==> config.mk <==
export PLATFORM = sky130hd
export DESIGN_NAME = stq_ctrl
export DESIGN_NICKNAME = d
export VERILOG_FILES = /design/src/design/stq_pkg.sv /design/src/design/stq_ctrl.sv
export SDC_FILE = /design/constraint.sdc
export NUM_CORES = 1
export LEC_CHECK = 0
export BUFFER_PORTS_ARGS = -buffer_cell sky130_fd_sc_hd__buf_4
export CORE_AREA = 2 2 39 41
export DETAILED_ROUTE_END_ITERATION = 6
export DIE_AREA = 0 0 41 43
export GPL_ROUTABILITY_DRIVEN = 1
export GPL_TIMING_DRIVEN = 0
export PLACE_DENSITY = 0.72
export RECOVER_POWER = 25
export SYNTH_ARGS = -nofsm -noshare
export SYNTH_HDL_FRONTEND = slang
export SYNTH_SLANG_ARGS = --single-unit
==> constraint.sdc <==
create_clock -name clk -period 2.6 [get_ports clk]
set_input_delay 0.26 -clock clk [delete_from_list [all_inputs] [get_ports clk]]
set_output_delay 0.26 -clock clk [all_outputs]
set_load 0.005 [all_outputs]
==> src/design/stq_pkg.sv <==
// ----------------------------------------------------------------------------
// stq_pkg
// Shared types, result codes and controller/datapath interface structs for
// the sorted timer queue.
// ----------------------------------------------------------------------------
package stq_pkg;

	localparam int SLOTS_DEF  = 16;
	localparam int FIRE_LIMIT = 16;
	localparam int TIME_W     = 48;
	localparam int IVAL_W     = 32;
	localparam int OWNER_W    = 8;

	localparam logic [2:0] ST_FIRED       = 3'd0;
	localparam logic [2:0] ST_SET_OK      = 3'd1;
	localparam logic [2:0] ST_NO_HANDLER  = 3'd2;
	localparam logic [2:0] ST_FULL        = 3'd3;
	localparam logic [2:0] ST_NOTHING_DUE = 3'd4;

	localparam logic REQ_TICK = 1'b0;
	localparam logic REQ_SET  = 1'b1;

	typedef struct packed {
		logic               req_type;
		logic [TIME_W-1:0]  now_ms;
		logic [OWNER_W-1:0] owner_id;
		logic               owner_has_handler;
		logic [IVAL_W-1:0]  interval_ms;
		logic               repeat_mode;
	} req_t;

	typedef struct packed {
		logic [OWNER_W-1:0] fired_owner;
		logic [2:0]         status;
		logic               last;
	} res_t;

	typedef struct packed {
		logic       latch;
		logic       pop_fire;
		logic       calc_req;
		logic       calc_pend;
		logic       insert;
		logic       emit;
		logic [2:0] emit_code;
	} cmd_t;

	typedef struct packed {
		logic is_set;
		logic has_handler;
		logic full;
		logic can_fire;
		logic fire_last;
		logic none_fired;
		logic pend_avail;
		logic cand_vld;
		logic out_free;
	} sts_t;

endpackage

==> src/design/stq_ctrl.sv <==
// ----------------------------------------------------------------------------
// stq_ctrl
// Sequencer for set and tick requests: check, fire, reinsert.
// ----------------------------------------------------------------------------
module stq_ctrl (
	input  logic          clk,
	input  logic          arst_n,
	input  logic          req_valid,
	output logic          req_stall,
	input  stq_pkg::sts_t sts,
	output stq_pkg::cmd_t cmd
);

	typedef enum logic [4:0] {
		S_IDLE    = 5'b00001,
		S_SET_CHK = 5'b00010,
		S_SET_INS = 5'b00100,
		S_FIRE    = 5'b01000,
		S_REINS   = 5'b10000
	} state_t;

	state_t state_q;
	state_t state_d;

	assign req_stall = (state_q != S_IDLE);

	always_comb begin
		state_d = state_q;
		cmd     = '0;
		case (state_q)
			S_IDLE: begin
				if (req_valid) begin
					cmd.latch = 1'b1;
					state_d   = S_FIRE;
				end
			end
			S_SET_CHK: begin
				if (!sts.has_handler) begin
					if (sts.out_free) begin
						cmd.emit      = 1'b1;
						cmd.emit_code = stq_pkg::ST_NO_HANDLER;
						state_d       = S_IDLE;
					end
				end else if (sts.full) begin
					if (sts.out_free) begin
						cmd.emit      = 1'b1;
						cmd.emit_code = stq_pkg::ST_FULL;
						state_d       = S_IDLE;
					end
				end else begin
					cmd.calc_req = 1'b1;
					state_d      = S_SET_INS;
				end
			end
			S_SET_INS: begin
				if (sts.out_free) begin
					cmd.insert    = 1'b1;
					cmd.emit      = 1'b1;
					cmd.emit_code = stq_pkg::ST_SET_OK;
					state_d       = S_IDLE;
				end
			end
			S_FIRE: begin
				if (sts.is_set) begin
					state_d = S_SET_CHK;
				end else if (sts.can_fire) begin
					if (sts.out_free) begin
						cmd.pop_fire  = 1'b1;
						cmd.emit      = 1'b1;
						cmd.emit_code = stq_pkg::ST_FIRED;
						if (sts.fire_last) begin
							state_d = S_REINS;
						end
					end
				end else if (sts.none_fired) begin
					if (sts.out_free) begin
						cmd.emit      = 1'b1;
						cmd.emit_code = stq_pkg::ST_NOTHING_DUE;
						state_d       = S_IDLE;
					end
				end else begin
					state_d = S_REINS;
				end
			end
			S_REINS: begin
				cmd.calc_pend = sts.pend_avail;
				cmd.insert    = sts.cand_vld;
				if (!sts.pend_avail && !sts.cand_vld) begin
					state_d = S_IDLE;
				end
			end
			default: begin
				state_d = S_IDLE;
			end
		endcase
	end

	always_ff @(posedge clk or negedge arst_n) begin
		if (!arst_n) begin
			state_q <= S_IDLE;
		end else begin
			state_q <= state_d;
		end
	end

endmodule

### After elaboration in Yosys (flattened, before gate mapping)

Cells that the tools add are included.
Widths: inputs -> output; s select.

* latch bits: 0
* ROM bits: 0
* logic and storage cells: 48
* register bits: 5
* bits in writable memories: 0
* memories: 0

* div/mod/pow operators: 0
* multipliers: 0
* eq/ne operators: 10
* add/subtract/negate cells: 0
* reduce and logical (&&, ||, !) cells: 4
* shift operators: 0
* magnitude comparators: 0
* mux-type cells: 33
* bitwise operators: 0

Operators by type and width (number)
* $mux 5: 11
* $mux 4: 9
* $pmux 5 s5: 1
* $pmux 4 s3: 1
* $mux 1: 10
* $ne 4x4->1 const B: 2
* $eq 5x1->1 const B: 1
* $eq 5x2->1 const B: 1
* $eq 5x3->1 const B: 1
* $eq 5x4->1 const B: 1
* $eq 5x5->1 const B: 1
* $ne 5x1->1 const B: 1
* $ne 2x2->1 const B: 2
* $reduce_and 4->1: 1
* $logic_not 1->1: 2
* $pmux 1 s2: 1
* $logic_and 1x1->1: 1

### Depth between registers and ports, before layout

* depth in word-level cells: 5
* mapped depth: 5
* gate-level depth less buffers: 4

### Least setup slack after synthesis

No wires, ideal clock.

* path kind: register to output
* start point: reg state_q[4]
* end point: out cmd[3] (netlist bit)
* stages on the path, launching flop included: 5
* slack: 1.146 ns
* arrival: 1.194 ns
* buffers on the path: 0
* cells stage by stage: dfrtp_1 -> nor4b_4 -> and2_1 -> o21ai_0 -> a21oi_1

RTL lines
* start: declaration: RTL line stq_ctrl.sv:22 `state_t state_q;`
* start signal: assignment: RTL line stq_ctrl.sv:102 `state_q <= state_d;`
* end: declaration: RTL line stq_ctrl.sv:11 `output stq_pkg::cmd_t cmd`

==> impl_metrics.ini <==
[final_layout]
nNetsFinal = 102
synthToLayoutAreaGrowth_pct = 40.1
drive_above_1_share = 0.404
top_register = state_q
mostFrequentLayoutCells = buf_4 (20), nor2_1 (6), inv_1 (5)
fin_util = 0.531
final_cells = 105
layout_commonest_cell = buf_4
largest_register_ffs = 5
diodes = 0
top_regs = state_q (5)

[timing]
final-max-slew-violation-count = 0
post-route-period-util = 0.746
setup_viol_count_final = 0
finalCriticalPeriod_ns = 1.94
setup_slack_ns = 0.660
tightest_slew_ns = 0.351
finClkSkew_ns = 0.00125
max_freq_ghz = 0.516
finalHoldViolCount = 0
grt_setup_unrepaired = false
slew_headroom = 0.765
fin_tns_setup_ns = 0

[yosys]
ys_seq_elements = 5
synth_cell_types = 33
yosysSeqAreaShare = 0.241
synthCells = 63
synth_fp_nets = 75
async_reset_ff_frac = 1.00
syn-cell-area_um2 = 524
yosysWarnings = 0
synth_top_flop_cell = dfrtp_1
synth_edf_count = 0
syn_avg_cell_area_um2 = 8.32

[global_route]
grt.overflow.total = 0
grt_pass1_wl_um = 2270
grt_usage = 0.186
grt_max_degree = 10
grt_pass1_vias = 548
antenna_found_initial = 0

[floorplanning]
dieArea_mm2 = 0.00176
die_w_um = 41
coreArea_mm2 = 0.00138
fp.dieH_um = 43
initial_core_util = 0.379
pin_count = 22
placementRows = 14

[placement]
dp_cells = 100
post-place-ws_ns = 0.914
place.gp.congestion = 0.869
dpl.hpwl_um = 1060
port_buffers = 21

[run_status]
status = finished clean

[min_path]
hold_path.class = in -> reg

[power]
p_comb_frac = 0.537
p_sw_mw = 0.186
leakage_nw = 0.363
power.share.sequential = 0.279
p_int_mw = 0.292
ir_drop_uv = 290
p_total_mw = 0.479
clockPowerShare = 0.184
power_density_mw_per_mm2 = 652
p_sw_frac = 0.390

[cts]
cts_buffers = 3
cts_tree = built
clk_path_buf_depth = 2
insertion_delay_ns = 0.24
post_cts_resized = 0
clk_pin_slew_ns = 0.04
clockRootBuffer = clkbuf_4
cts_max_level = 1
cts_sinks = 5

[detailed_routing]
drtAntennaViolNets = 0
wl_per_cell_um = 12.8
vias = 591
drt_first_pass_iters = 5
wirelength_um = 1340
routed_via_density = 5.63
drc = 0
drtIter0Drc = 11

[critical_path]
worstSetupEndpointType = output port
critical_path.startpoint_type = flip-flop
path_max_fanout = 7
required_ns = 2.34
crit_type = reg -> out
cp_data_arrival_time_ns = 1.68

[job]
maxCapViolCount = 0
[critical path: stages, from the launching register on]
cell	delay, ns
dfrtp_1	0.49
nor4b_4	0.39
and2_1	0.21
o21ai_0	0.09
a21oi_1	0.14
buf_4	0.12
[cell type report]
type	instances	area, um2
inverter	5	18.8
multi-input combinational	50	358
fill	127	649
clock buffer	4	26.3
timing repair buffer	22	164
buffer	3	21.3
sequential	5	126
tap	16	20.0
[synthesized netlist by cell type (2+ instances only)]
library cell,count,area share
o21ai_0,4,0.038
a31oi_1,2,0.024
and2_1,2,0.024
inv_1,5,0.036
a21oi_1,4,0.038
and3_2,3,0.043
and3_4,2,0.043
and3_1,4,0.048
dfrtp_1,4,0.19
nand2_1,4,0.029
buf_2,2,0.019
nor2_1,6,0.043
[power by group through the flow]
stage | Combinational, mW | Clock [mW] | Sequential (mW)
floorplan | 0.184 | 0 | 0.126
global placement | 0.251 | 0 | 0.133
detailed placement | 0.256 | 0 | 0.134
CTS | 0.257 | 0.0896 | 0.133
global route | 0.291 | 0.0950 | 0.137
finish | 0.257 | 0.0881 | 0.134
[final timing paths]
path	startpoint	to	slack (ns)	cells after the start
max	state_q[4]	cmd[3]	0.66	5
min	sts[8]	state_q[1]	0.27	3
max reg2reg	state_q[4]	state_q[4]	1.06	4
min reg2reg	state_q[1]	state_q[1]	0.70	3
max in group asynchronous	arst_n	state_q[0]	1.95	2
min in group asynchronous	arst_n	state_q[3]	0.39	2
[routing by layer]
layer | GRT usage | routed length, um | vias up
met5 | 0 | 0 | -
met4 | 0.0733 | 0 | 0
met3 | 0.0419 | 86 | 0
met2 | 0.284 | 708 | 23
met1 | 0.243 | 548 | 279
li1 | - | - | 289
[logic make-up after synthesis]
family	after synthesis	synth area share
buffers and inverters	8	0.0764
and+or+nand+nor	28	0.377
DFF	5	0.241
xor gates and xnor gates	1	0.0167
AOI/OAI and AO/OA	21	0.289
[timing repair]
| item | CTS | global route |
|---|---|---|
| setup buffers | 0 | 0 |
| endpoints found under the hold margin | 5 | 0 |
| hold buffers | 1 | 0 |
[per-stage QoR]
step                hold slack (ns)  area (um2)
floorplan                   -0.0356         524
global placement             0.0599         702
detailed placement           0.0607         702
CTS                           0.258         738
global route                  0.279         734
finish                        0.267         734
Power figures use the tool's default switching activity.
